### src/rtl/tfs_pkg.sv
// Shared constants, codes and types of the three-level feedback scheduler.
`default_nettype none

package tfs_pkg;

    localparam int PID_W     = 3;
    localparam int NUM_PROCS = 2 ** PID_W;
    localparam int QPOS_W    = PID_W;
    localparam int CNT_W     = $clog2(NUM_PROCS + 1);
    localparam int SLICE_W   = 8;
    localparam int REQ_W     = 2;
    localparam int STATUS_W  = 2;
    localparam int NUM_LVLS  = 3;
    localparam int LVL_W     = 2;
    localparam int QADDR_W   = LVL_W + QPOS_W;
    localparam int CFG_IDX_W = 1;

    localparam logic [REQ_W-1:0] REQ_ADMIT = 2'd0;
    localparam logic [REQ_W-1:0] REQ_TICK  = 2'd1;
    localparam logic [REQ_W-1:0] REQ_SCHED = 2'd2;

    localparam logic [STATUS_W-1:0] ST_OK    = 2'd0;
    localparam logic [STATUS_W-1:0] ST_FULL  = 2'd1;
    localparam logic [STATUS_W-1:0] ST_NORUN = 2'd2;

    localparam logic [LVL_W-1:0] LVL_HIGH = 2'd0;
    localparam logic [LVL_W-1:0] LVL_MID  = 2'd1;
    localparam logic [LVL_W-1:0] LVL_LOW  = 2'd2;

    localparam logic [CFG_IDX_W-1:0] CFG_MID_SLICE = 1'b0;
    localparam logic [CFG_IDX_W-1:0] CFG_LOW_SLICE = 1'b1;

    localparam logic [SLICE_W-1:0] MID_SLICE_RST = 8'd4;
    localparam logic [SLICE_W-1:0] LOW_SLICE_RST = 8'd8;

    typedef struct packed {
        logic             push;
        logic [LVL_W-1:0] push_lvl;
        logic             pop;
        logic [LVL_W-1:0] pop_lvl;
    } t_qcmd;

    typedef struct packed {
        logic [NUM_LVLS-1:0][QPOS_W-1:0] head;
        logic [NUM_LVLS-1:0][CNT_W-1:0]  cnt;
    } t_qstat;

endpackage

`default_nettype wire

### src/rtl/tfs_ifs.sv
// Request, response and configuration channel interfaces of the scheduler.
`default_nettype none

interface tfs_req_if import tfs_pkg::*; ();
    logic               valid;
    logic               ready;
    logic [REQ_W-1:0]   req_type;
    logic [PID_W-1:0]   proc_id;
    logic [SLICE_W-1:0] init_slice;

    modport source (output valid, output req_type, output proc_id, output init_slice,
                    input ready);
    modport sink   (input valid, input req_type, input proc_id, input init_slice,
                    output ready);
endinterface

interface tfs_rsp_if import tfs_pkg::*; ();
    logic                valid;
    logic                ready;
    logic [PID_W-1:0]    ready_pid;
    logic [SLICE_W-1:0]  ready_slice;
    logic                ready_valid;
    logic [STATUS_W-1:0] status;

    modport source (output valid, output ready_pid, output ready_slice,
                    output ready_valid, output status, input ready);
    modport sink   (input valid, input ready_pid, input ready_slice,
                    input ready_valid, input status, output ready);
endinterface

interface tfs_cfg_if import tfs_pkg::*; ();
    logic                 valid;
    logic                 ready;
    logic [CFG_IDX_W-1:0] idx;
    logic [SLICE_W-1:0]   data;

    modport source (output valid, output idx, output data, input ready);
    modport sink   (input valid, input idx, input data, output ready);
endinterface

`default_nettype wire

### src/rtl/three_level_feedback_scheduler_top.sv
// Three-level feedback scheduler: admit, tick and schedule requests over three process queues.
// One result item comes back for every request item. The queue entries sit in one 32x3
// memory and the slice counts in an 8x8 memory, both with one registered read port, so
// the sequencer visits one queue entry at a time: queue read, slice read, then decide
// and write back. A schedule scans the levels in order and repeats the scan from the
// high level after a pass that changed anything. A new request is taken while a
// finished result still waits in the output register. No clearing pass follows reset:
// fill counts guard every queue read.
`default_nettype none

module three_level_feedback_scheduler_top import tfs_pkg::*; (
    input  wire logic  i_clk,
    input  wire logic  i_rst_n,
    tfs_req_if.sink    i_req,
    tfs_rsp_if.source  o_rsp,
    tfs_cfg_if.sink    i_cfg
);

    localparam int QMEM_DEPTH = 2 ** QADDR_W;

    localparam logic [2:0] S_IDLE = 3'd0;
    localparam logic [2:0] S_TICK = 3'd1;
    localparam logic [2:0] S_RD   = 3'd2;
    localparam logic [2:0] S_FIN  = 3'd3;
    localparam logic [2:0] S_CHK  = 3'd4;
    localparam logic [2:0] S_Q    = 3'd5;
    localparam logic [2:0] S_S    = 3'd6;

    logic [2:0]          r_state, n_state;
    logic [LVL_W-1:0]    r_lvl, n_lvl;
    logic [CNT_W-1:0]    r_idx, n_idx;
    logic                r_changed, n_changed;
    logic [PID_W-1:0]    r_cur_pid, n_cur_pid;
    logic [PID_W-1:0]    r_run_pid, n_run_pid;
    logic                r_run_valid, n_run_valid;
    logic [STATUS_W-1:0] r_status, n_status;
    logic [SLICE_W-1:0]  r_mid_slice;
    logic [SLICE_W-1:0]  r_low_slice;

    logic                r_o_valid;
    logic [PID_W-1:0]    r_o_pid;
    logic [SLICE_W-1:0]  r_o_slice;
    logic                r_o_rv;
    logic [STATUS_W-1:0] r_o_status;

    logic [PID_W-1:0]    r_qmem [QMEM_DEPTH];
    logic [PID_W-1:0]    r_qrd;
    logic [SLICE_W-1:0]  r_smem [NUM_PROCS];
    logic [SLICE_W-1:0]  r_srd;

    logic                q_we;
    logic [QADDR_W-1:0]  q_waddr;
    logic [PID_W-1:0]    q_wdata;
    logic [QADDR_W-1:0]  q_raddr;
    logic                s_we;
    logic [PID_W-1:0]    s_waddr;
    logic [SLICE_W-1:0]  s_wdata;
    logic [PID_W-1:0]    s_raddr;

    t_qcmd               qcmd;
    t_qstat              qstat;

    logic                req_fire;
    logic                out_free;
    logic                load_out;
    logic [LVL_W-1:0]    dst_lvl;
    logic [CNT_W-1:0]    sel_cnt;
    logic [QPOS_W-1:0]   sel_head;
    logic [CNT_W-1:0]    dst_cnt;
    logic [QPOS_W-1:0]   dst_head;
    logic [CNT_W-1:0]    hi_cnt;
    logic [QPOS_W-1:0]   hi_head;

    tfs_qctl u_qctl (
        .i_clk   (i_clk),
        .i_rst_n (i_rst_n),
        .i_cmd   (qcmd),
        .o_stat  (qstat)
    );

    assign i_req.ready = (r_state == S_IDLE);
    assign i_cfg.ready = 1'b1;
    assign req_fire    = i_req.valid && (r_state == S_IDLE);
    assign out_free    = !r_o_valid || o_rsp.ready;

    assign dst_lvl  = (r_lvl == LVL_HIGH) ? LVL_MID : LVL_LOW;
    assign sel_cnt  = qstat.cnt[r_lvl];
    assign sel_head = qstat.head[r_lvl];
    assign dst_cnt  = qstat.cnt[dst_lvl];
    assign dst_head = qstat.head[dst_lvl];
    assign hi_cnt   = qstat.cnt[LVL_HIGH];
    assign hi_head  = qstat.head[LVL_HIGH];

    always_comb begin
        n_state     = r_state;
        n_lvl       = r_lvl;
        n_idx       = r_idx;
        n_changed   = r_changed;
        n_cur_pid   = r_cur_pid;
        n_run_pid   = r_run_pid;
        n_run_valid = r_run_valid;
        n_status    = r_status;
        q_we        = 1'b0;
        q_waddr     = {dst_lvl, dst_head + dst_cnt[QPOS_W-1:0]};
        q_wdata     = r_cur_pid;
        q_raddr     = {r_lvl, sel_head + r_idx[QPOS_W-1:0]};
        s_we        = 1'b0;
        s_waddr     = r_cur_pid;
        s_wdata     = r_low_slice;
        s_raddr     = r_run_pid;
        qcmd        = '0;
        load_out    = 1'b0;
        case (r_state)
            S_IDLE: begin
                if (req_fire) begin
                    n_status = ST_OK;
                    case (i_req.req_type)
                        REQ_ADMIT: begin
                            n_state = S_RD;
                            if (hi_cnt < CNT_W'(NUM_PROCS)) begin
                                q_we          = 1'b1;
                                q_waddr       = {LVL_HIGH, hi_head + hi_cnt[QPOS_W-1:0]};
                                q_wdata       = i_req.proc_id;
                                s_we          = 1'b1;
                                s_waddr       = i_req.proc_id;
                                s_wdata       = i_req.init_slice;
                                qcmd.push     = 1'b1;
                                qcmd.push_lvl = LVL_HIGH;
                            end else begin
                                n_status = ST_FULL;
                            end
                        end
                        REQ_TICK: begin
                            n_state = r_run_valid ? S_TICK : S_RD;
                        end
                        REQ_SCHED: begin
                            n_state   = S_CHK;
                            n_lvl     = LVL_HIGH;
                            n_idx     = '0;
                            n_changed = 1'b0;
                        end
                        default: begin
                            n_state = S_RD;
                        end
                    endcase
                end
            end
            S_TICK: begin
                if (r_srd != '0) begin
                    s_we    = 1'b1;
                    s_waddr = r_run_pid;
                    s_wdata = r_srd - SLICE_W'(1);
                end
                n_state = S_RD;
            end
            S_RD: begin
                n_state = S_FIN;
            end
            S_FIN: begin
                if (out_free) begin
                    load_out = 1'b1;
                    n_state  = S_IDLE;
                end
            end
            S_CHK: begin
                if (r_idx < sel_cnt) begin
                    n_state = S_Q;
                end else if (r_lvl != LVL_LOW) begin
                    n_lvl = r_lvl + LVL_W'(1);
                    n_idx = '0;
                end else if (r_changed) begin
                    n_lvl     = LVL_HIGH;
                    n_idx     = '0;
                    n_changed = 1'b0;
                end else begin
                    n_run_valid = 1'b0;
                    n_run_pid   = '0;
                    n_status    = ST_NORUN;
                    n_state     = S_RD;
                end
            end
            S_Q: begin
                n_cur_pid = r_qrd;
                s_raddr   = r_qrd;
                n_state   = S_S;
            end
            S_S: begin
                n_state = S_CHK;
                if (r_srd != '0) begin
                    n_run_pid   = r_cur_pid;
                    n_run_valid = 1'b1;
                    n_status    = ST_OK;
                    n_state     = S_RD;
                end else if (r_lvl == LVL_LOW) begin
                    if (r_low_slice != '0) begin
                        s_we      = 1'b1;
                        n_changed = 1'b1;
                    end
                    n_idx = r_idx + CNT_W'(1);
                end else if (dst_cnt < CNT_W'(NUM_PROCS)) begin
                    s_we          = 1'b1;
                    s_wdata       = (r_lvl == LVL_HIGH) ? r_mid_slice : r_low_slice;
                    q_we          = 1'b1;
                    qcmd.push     = 1'b1;
                    qcmd.push_lvl = dst_lvl;
                    qcmd.pop      = 1'b1;
                    qcmd.pop_lvl  = r_lvl;
                    n_changed     = 1'b1;
                end else begin
                    n_idx = r_idx + CNT_W'(1);
                end
            end
            default: begin
                n_state = S_IDLE;
            end
        endcase
    end

    always_ff @(posedge i_clk) begin
        if (!i_rst_n) begin
            r_state     <= S_IDLE;
            r_lvl       <= LVL_HIGH;
            r_idx       <= '0;
            r_changed   <= 1'b0;
            r_run_pid   <= '0;
            r_run_valid <= 1'b0;
            r_mid_slice <= MID_SLICE_RST;
            r_low_slice <= LOW_SLICE_RST;
            r_o_valid   <= 1'b0;
        end else begin
            r_state     <= n_state;
            r_lvl       <= n_lvl;
            r_idx       <= n_idx;
            r_changed   <= n_changed;
            r_run_pid   <= n_run_pid;
            r_run_valid <= n_run_valid;
            if (i_cfg.valid) begin
                case (i_cfg.idx)
                    CFG_MID_SLICE: r_mid_slice <= i_cfg.data;
                    CFG_LOW_SLICE: r_low_slice <= i_cfg.data;
                    default: begin
                    end
                endcase
            end
            if (load_out) begin
                r_o_valid <= 1'b1;
            end else if (o_rsp.ready) begin
                r_o_valid <= 1'b0;
            end
        end
    end

    always_ff @(posedge i_clk) begin
        r_cur_pid <= n_cur_pid;
        r_status  <= n_status;
        if (load_out) begin
            r_o_pid    <= r_run_valid ? r_run_pid : '0;
            r_o_slice  <= r_run_valid ? r_srd : '0;
            r_o_rv     <= r_run_valid;
            r_o_status <= r_status;
        end
    end

    always_ff @(posedge i_clk) begin
        if (q_we) begin
            r_qmem[q_waddr] <= q_wdata;
        end
        r_qrd <= r_qmem[q_raddr];
    end

    always_ff @(posedge i_clk) begin
        if (s_we) begin
            r_smem[s_waddr] <= s_wdata;
        end
        r_srd <= r_smem[s_raddr];
    end

    assign o_rsp.valid       = r_o_valid;
    assign o_rsp.ready_pid   = r_o_pid;
    assign o_rsp.ready_slice = r_o_slice;
    assign o_rsp.ready_valid = r_o_rv;
    assign o_rsp.status      = r_o_status;

endmodule

`default_nettype wire

### src/rtl/tfs_qctl.sv
// Head pointers and fill counts of the three circular process queues.
`default_nettype none

module tfs_qctl import tfs_pkg::*; (
    input  wire logic   i_clk,
    input  wire logic   i_rst_n,
    input  wire t_qcmd  i_cmd,
    output t_qstat      o_stat
);

    logic [NUM_LVLS-1:0][QPOS_W-1:0] r_head;
    logic [NUM_LVLS-1:0][QPOS_W-1:0] n_head;
    logic [NUM_LVLS-1:0][CNT_W-1:0]  r_cnt;
    logic [NUM_LVLS-1:0][CNT_W-1:0]  n_cnt;

    always_comb begin
        n_head = r_head;
        n_cnt  = r_cnt;
        for (int l = 0; l < NUM_LVLS; l++) begin
            if (i_cmd.pop && i_cmd.pop_lvl == LVL_W'(l)) begin
                n_head[l] = r_head[l] + QPOS_W'(1);
                n_cnt[l]  = n_cnt[l] - CNT_W'(1);
            end
            if (i_cmd.push && i_cmd.push_lvl == LVL_W'(l)) begin
                n_cnt[l] = n_cnt[l] + CNT_W'(1);
            end
        end
    end

    always_ff @(posedge i_clk) begin
        if (!i_rst_n) begin
            r_head <= '0;
            r_cnt  <= '0;
        end else begin
            r_head <= n_head;
            r_cnt  <= n_cnt;
        end
    end

    assign o_stat.head = r_head;
    assign o_stat.cnt  = r_cnt;

endmodule

`default_nettype wire

### src/flat_wrapper.sv
// flat-port wrapper written by rule: the top's interface ports become plain ports
module three_level_feedback_scheduler_top_flat import tfs_pkg::*;
  (i_clk, i_rst_n, i_req_valid, i_req_req_type, i_req_proc_id, i_req_init_slice, i_req_ready, o_rsp_valid, o_rsp_ready_pid, o_rsp_ready_slice, o_rsp_ready_valid, o_rsp_status, o_rsp_ready, i_cfg_valid, i_cfg_idx, i_cfg_data, i_cfg_ready);
  tfs_req_if i_req_i ();
  tfs_rsp_if o_rsp_i ();
  tfs_cfg_if i_cfg_i ();
  input  wire logic i_clk;
  input  wire logic i_rst_n;
  input wire logic [$bits(i_req_i.valid)-1:0] i_req_valid;
  input wire logic [$bits(i_req_i.req_type)-1:0] i_req_req_type;
  input wire logic [$bits(i_req_i.proc_id)-1:0] i_req_proc_id;
  input wire logic [$bits(i_req_i.init_slice)-1:0] i_req_init_slice;
  output wire logic [$bits(i_req_i.ready)-1:0] i_req_ready;
  output wire logic [$bits(o_rsp_i.valid)-1:0] o_rsp_valid;
  output wire logic [$bits(o_rsp_i.ready_pid)-1:0] o_rsp_ready_pid;
  output wire logic [$bits(o_rsp_i.ready_slice)-1:0] o_rsp_ready_slice;
  output wire logic [$bits(o_rsp_i.ready_valid)-1:0] o_rsp_ready_valid;
  output wire logic [$bits(o_rsp_i.status)-1:0] o_rsp_status;
  input wire logic [$bits(o_rsp_i.ready)-1:0] o_rsp_ready;
  input wire logic [$bits(i_cfg_i.valid)-1:0] i_cfg_valid;
  input wire logic [$bits(i_cfg_i.idx)-1:0] i_cfg_idx;
  input wire logic [$bits(i_cfg_i.data)-1:0] i_cfg_data;
  output wire logic [$bits(i_cfg_i.ready)-1:0] i_cfg_ready;
  assign i_req_i.valid = i_req_valid;
  assign i_req_i.req_type = i_req_req_type;
  assign i_req_i.proc_id = i_req_proc_id;
  assign i_req_i.init_slice = i_req_init_slice;
  assign i_req_ready = i_req_i.ready;
  assign o_rsp_valid = o_rsp_i.valid;
  assign o_rsp_ready_pid = o_rsp_i.ready_pid;
  assign o_rsp_ready_slice = o_rsp_i.ready_slice;
  assign o_rsp_ready_valid = o_rsp_i.ready_valid;
  assign o_rsp_status = o_rsp_i.status;
  assign o_rsp_i.ready = o_rsp_ready;
  assign i_cfg_i.valid = i_cfg_valid;
  assign i_cfg_i.idx = i_cfg_idx;
  assign i_cfg_i.data = i_cfg_data;
  assign i_cfg_ready = i_cfg_i.ready;
  three_level_feedback_scheduler_top u_core (.i_clk(i_clk), .i_rst_n(i_rst_n), .i_req(i_req_i), .o_rsp(o_rsp_i), .i_cfg(i_cfg_i));
endmodule
### config.mk
export PLATFORM = sky130hd
export DESIGN_NAME = three_level_feedback_scheduler_top_flat
export DESIGN_NICKNAME = d
export VERILOG_FILES = /design/src/rtl/tfs_pkg.sv /design/src/rtl/tfs_ifs.sv /design/src/rtl/three_level_feedback_scheduler_top.sv /design/src/rtl/tfs_qctl.sv /design/src/flat_wrapper.sv
export SDC_FILE = /design/constraint.sdc
export NUM_CORES = 1
export LEC_CHECK = 0
export BUFFER_PORTS_ARGS = -buffer_cell sky130_fd_sc_hd__buf_4
export CAP_MARGIN = 10
export CORE_UTILIZATION = 45
export DETAILED_ROUTE_END_ITERATION = 7
export SETUP_SLACK_MARGIN = 0.15
export SLEW_MARGIN = 10
export SYNTH_ARGS = -nofsm -noshare
export SYNTH_HDL_FRONTEND = slang
export SYNTH_SLANG_ARGS = --single-unit
### constraint.sdc
create_clock -name i_clk -period 4.25 [get_ports i_clk]
set_input_delay 0 -clock i_clk [delete_from_list [all_inputs] [get_ports i_clk]]
set_output_delay 0 -clock i_clk [all_outputs]
set_load 0.005 [all_outputs]
==> results.sh <==
export IMPL_drive_gt1_frac=0.127
export IMPL_rsz0062_at_grt="false"
export IMPL_clockBufferDepth=3
export IMPL_max_slew_margin_rel=0.279
export IMPL_row_count=56
export IMPL_critPathSlowestCell="xnor2_2"
export IMPL_fin_hold_ws_ps=50.8
export IMPL_worstPathMaxFanout=14
export IMPL_worst_slack_ps=565
export IMPL_cts_tree="yes"
export IMPL_crit_chain="buf_4 -> mux2i_1 -> o22ai_1 -> fa_1 -> xnor2_1 -> xnor2_2 -> buf_4 -> mux2i_1 -> o22ai_1 -> a22oi_1 -> nand4_1"
export IMPL_min_period_over_period=0.867
export IMPL_syn_to_final_growth_pct=17.9
export IMPL_io_buffer_count=42
export IMPL_rr_startpoint="u_core.r_lvl[1]"
export IMPL_hold_violations=0
export IMPL_grt_max_degree=52
export IMPL_worst_pin_slew_ps=1080
export IMPL_ys_async_sr_fraction=0
export IMPL_dp_slack_ps=577
export IMPL_clock_root_buffer="clkbuf_16"
export IMPL_final_antenna_net_count=0
export IMPL_fin_skew_ps=15.3
export IMPL_synth_seq_area_share=0.610
export IMPL_multi_input_area_sq_um=4080
export IMPL_cts_resized=0
export IMPL_crit_family="XOR/XNOR gates"
export IMPL_power_density_nw_per_um2=425
export IMPL_crit_buf_inv=2
export IMPL_timing_rr_end="u_core.r_qrd[2]"
export IMPL_grt_pass1_vias=7101
export IMPL_fillers=2057
export IMPL_min_to="u_core.r_smem[7][3]"
export IMPL_maxSlewViolCount=0
export IMPL_place_congestion=0.838
export IMPL_r2r_slack_ps=560
export IMPL_busiest_layer="met2"
export IMPL_die_w_microns=157
export IMPL_clk_latency_ps=530
export IMPL_r2r_cells=11
export IMPL_place_inst=1309
export IMPL_post_cts_setup_buffer_count=0
export IMPL_worstPathRequired_ps=4640
export IMPL_drt_initial_drc_count=707
export IMPL_routed_via_count=7492
export IMPL_avgSynthCellArea_sq_um=11.5
export IMPL_power_leakage_nw=4.58
export IMPL_hold_class="primary input to register"
export IMPL_die_height_microns=157
export IMPL_clkSlewWorstSetupHoldPaths_ps=60
export IMPL_numCtsBuffers=26
export IMPL_drt_pass1_iter_count=5
export IMPL_vias_per_cell=5.43
export IMPL_worstSetupStartpointType="register"
export IMPL_drv_cap=0
export IMPL_netlist_instances=950
export IMPL_fin_crit_ps=3690
export IMPL_antenna_found_initial=1
export IMPL_worstHoldPathCells=3
export IMPL_grt_pass1_wl_microns=40700
export IMPL_synth_distinct_cells=66
export IMPL_globalRouteMet3Util=0.0292
export IMPL_nNetsFinal=1081
export IMPL_holdCritStartpoint="i_req_init_slice[3]"
export IMPL_wl_microns=25900
export IMPL_grt_util_met2=0.361
export IMPL_h_tree_depth=1
export IMPL_synth_edf_count=179
export IMPL_worstSetupPathType="register to register"
export IMPL_vdd_drop_max_mv=0.288
export IMPL_tns_ps=0
export IMPL_arrival_ps=4070
export IMPL_grt_ovfl_total=0
export IMPL_routedWlPerCell_microns=18.8
export IMPL_synth_ff_type="edfxtp_1"
export IMPL_io_pins=44
export IMPL_dp_final_hpwl_microns=18000
export IMPL_synth_seq_cells=242
export IMPL_netlist_area_sq_um=10900
export IMPL_finalPower_w=0.00545
export IMPL_start_util=0.461
export IMPL_globalRouteTotalUtil=0.217
export IMPL_max_freq_mhz=271
export IMPL_drc=0
export IMPL_status="finished, final reports clean"
export IMPL_cp_end_kind="register"
export IMPL_core_sq_um=23600
export IMPL_finalSetupViolCount=0
export IMPL_register_area_sq_um=6640
export IMPL_clkSinkCount=242
export IMPL_die_area_sq_um=24800
export IMPL_slowest_delay_ps=790
export IMPL_yosysWarningCount=0
export IMPL_instances_no_fill=1379
export IMPL_met1_usage=0.295
-- synthesized netlist by cell type, drive strengths merged (12+ instances only) --
library cell / number / area, sq um
a21oi: 26 / 130
a21boi: 18 / 135
o21ai: 47 / 243
buf: 13 / 67.6
clkbuf: 36 / 135
inv: 17 / 63.8
nand2b: 12 / 75.1
edfxtp: 179 / 5380
nand2: 180 / 678
mux2i: 42 / 420
ha: 12 / 150
nand3: 43 / 215
dfxtp: 63 / 1260
nor2: 61 / 231
nor3: 17 / 90.1
and2: 26 / 163
o211ai: 21 / 158
xnor2: 17 / 149
-- timing repair --
action / CTS / global route
endpoints found under the hold margin: 47 / 0
hold buffers: 21 / 0
setup endpoints to repair: 0 / 0
-- layout make-up --
class | count | share of cell area
Inverter | 17 | 0.00497
Multi-Input combinational cell | 665 | 0.318
Clock inverter | 13 | 0.0149
Clock buffer | 35 | 0.0581
Timing Repair Buffer | 87 | 0.0550
Tap cell | 319 | 0.0311
Sequential cell | 242 | 0.517
Antenna cell | 1 | 0.000195
-- report_power, final --
group	total (W)	switching (W)	internal, W
Sequential	0.00266	0.0000458	0.00261
Clock	0.00244	0.000908	0.00153
Combinational	0.000356	0.000227	0.000129
-- routing by layer --
layer  vias up  part of all wire
met5         -                 0
met4         0             0.025
met3        45             0.046
met2       206              0.48
met1      3632              0.45
li1       3609                 -
-- cells by family (layout without fill, tap and decap cells) --
group	Yosys count	in the layout	share of synthesized area
and+or+nand+nor	379	379	0.163
DFF	242	242	0.610
AOI/OAI and AO/OA	166	166	0.101
buffers and inverters	66	152	0.0245
muxes	53	53	0.0604
xor gates and xnor gates	27	27	0.0217
adders and majority gates	15	15	0.0193
other	2	26	0.000690
-- flip-flops by register name (all words and copies together), names as in the netlist, 3 cells and up --
signal	flops
u_core.u_qctl.o_stat	21
u_core.o_rsp.ready_pid	3
u_core.r_mid_slice	8
u_core.r_state	3
u_core.r_run_pid	3
u_core.r_idx	4
u_core.r_cur_pid	3
u_core.r_low_slice	8
u_core.r_smem	64
u_core.r_qrd	3
u_core.r_qmem	96
u_core.r_srd	8
u_core.o_rsp.ready_slice	8
-- placed cells by master, fill, tap and decap left out, types with 4 or more instances in the layout --
master,netlist,final
a21boi_0,18,18
xnor2_1,17,16
bufinv_16,0,5
clkbuf_16,0,27
dlygate4sd3_1,0,21
inv_1,17,17
nand2b_1,12,12
or3_1,4,4
buf_4,1,66
o21ai_0,43,43
nor2_1,60,60
xor2_1,10,10
nand4_1,4,4
nor4_1,6,6
conb_1,2,25
and3_1,4,4
ha_1,12,12
clkbuf_8,0,4
nand3_1,43,43
nand3b_1,4,4
a31oi_1,4,4
a21oi_1,26,26
mux2i_1,42,40
nor2b_1,7,7
mux4_2,10,10
nand2_1,179,179
and2_1,24,24
o21a_1,4,4
a22oi_1,10,10
nor3_1,16,15
edfxtp_1,179,179
clkbuf_1,36,4
dfxtp_1,63,63
o22ai_1,9,9
o211ai_1,21,21
-- how the worst max path moves through the flow --
| stage | startpoint | end | slack, ps | cells past startpoint |
|---|---|---|---|---|
| floorplan | u_core.r_lvl[1] | u_core.r_qrd[0] | 760 | 12 |
| global placement | u_core.r_lvl[1] | u_core.r_qrd[2] | 640 | 11 |
| detailed placement | u_core.r_lvl[1] | u_core.r_qrd[2] | 580 | 11 |
| CTS | u_core.r_lvl[1] | u_core.r_qrd[2] | 550 | 11 |
| global route | u_core.r_srd[0] | u_core.r_smem[3][6] | 340 | 9 |
| finish | u_core.r_lvl[1] | u_core.r_qrd[2] | 560 | 11 |
-- metrics by stage --
step / area, sq um / utilization
floorplan: 11000 / -
global placement: 11700 / 0.495
detailed placement: 11700 / 0.495
CTS: 12800 / 0.543
global route: 12800 / 0.543
finish: 12800 / 0.543
-- worst reg2reg max path, cell delays in order (launching register included) --
cell and delay [ps]:
dfxtp_1 480, buf_4 250, mux2i_1 220, o22ai_1 120
fa_1 440, xnor2_1 170, xnor2_2 790, buf_4 380
mux2i_1 210, o22ai_1 90, a22oi_1 270, nand4_1 130
(Power assumes the default switching activity.)
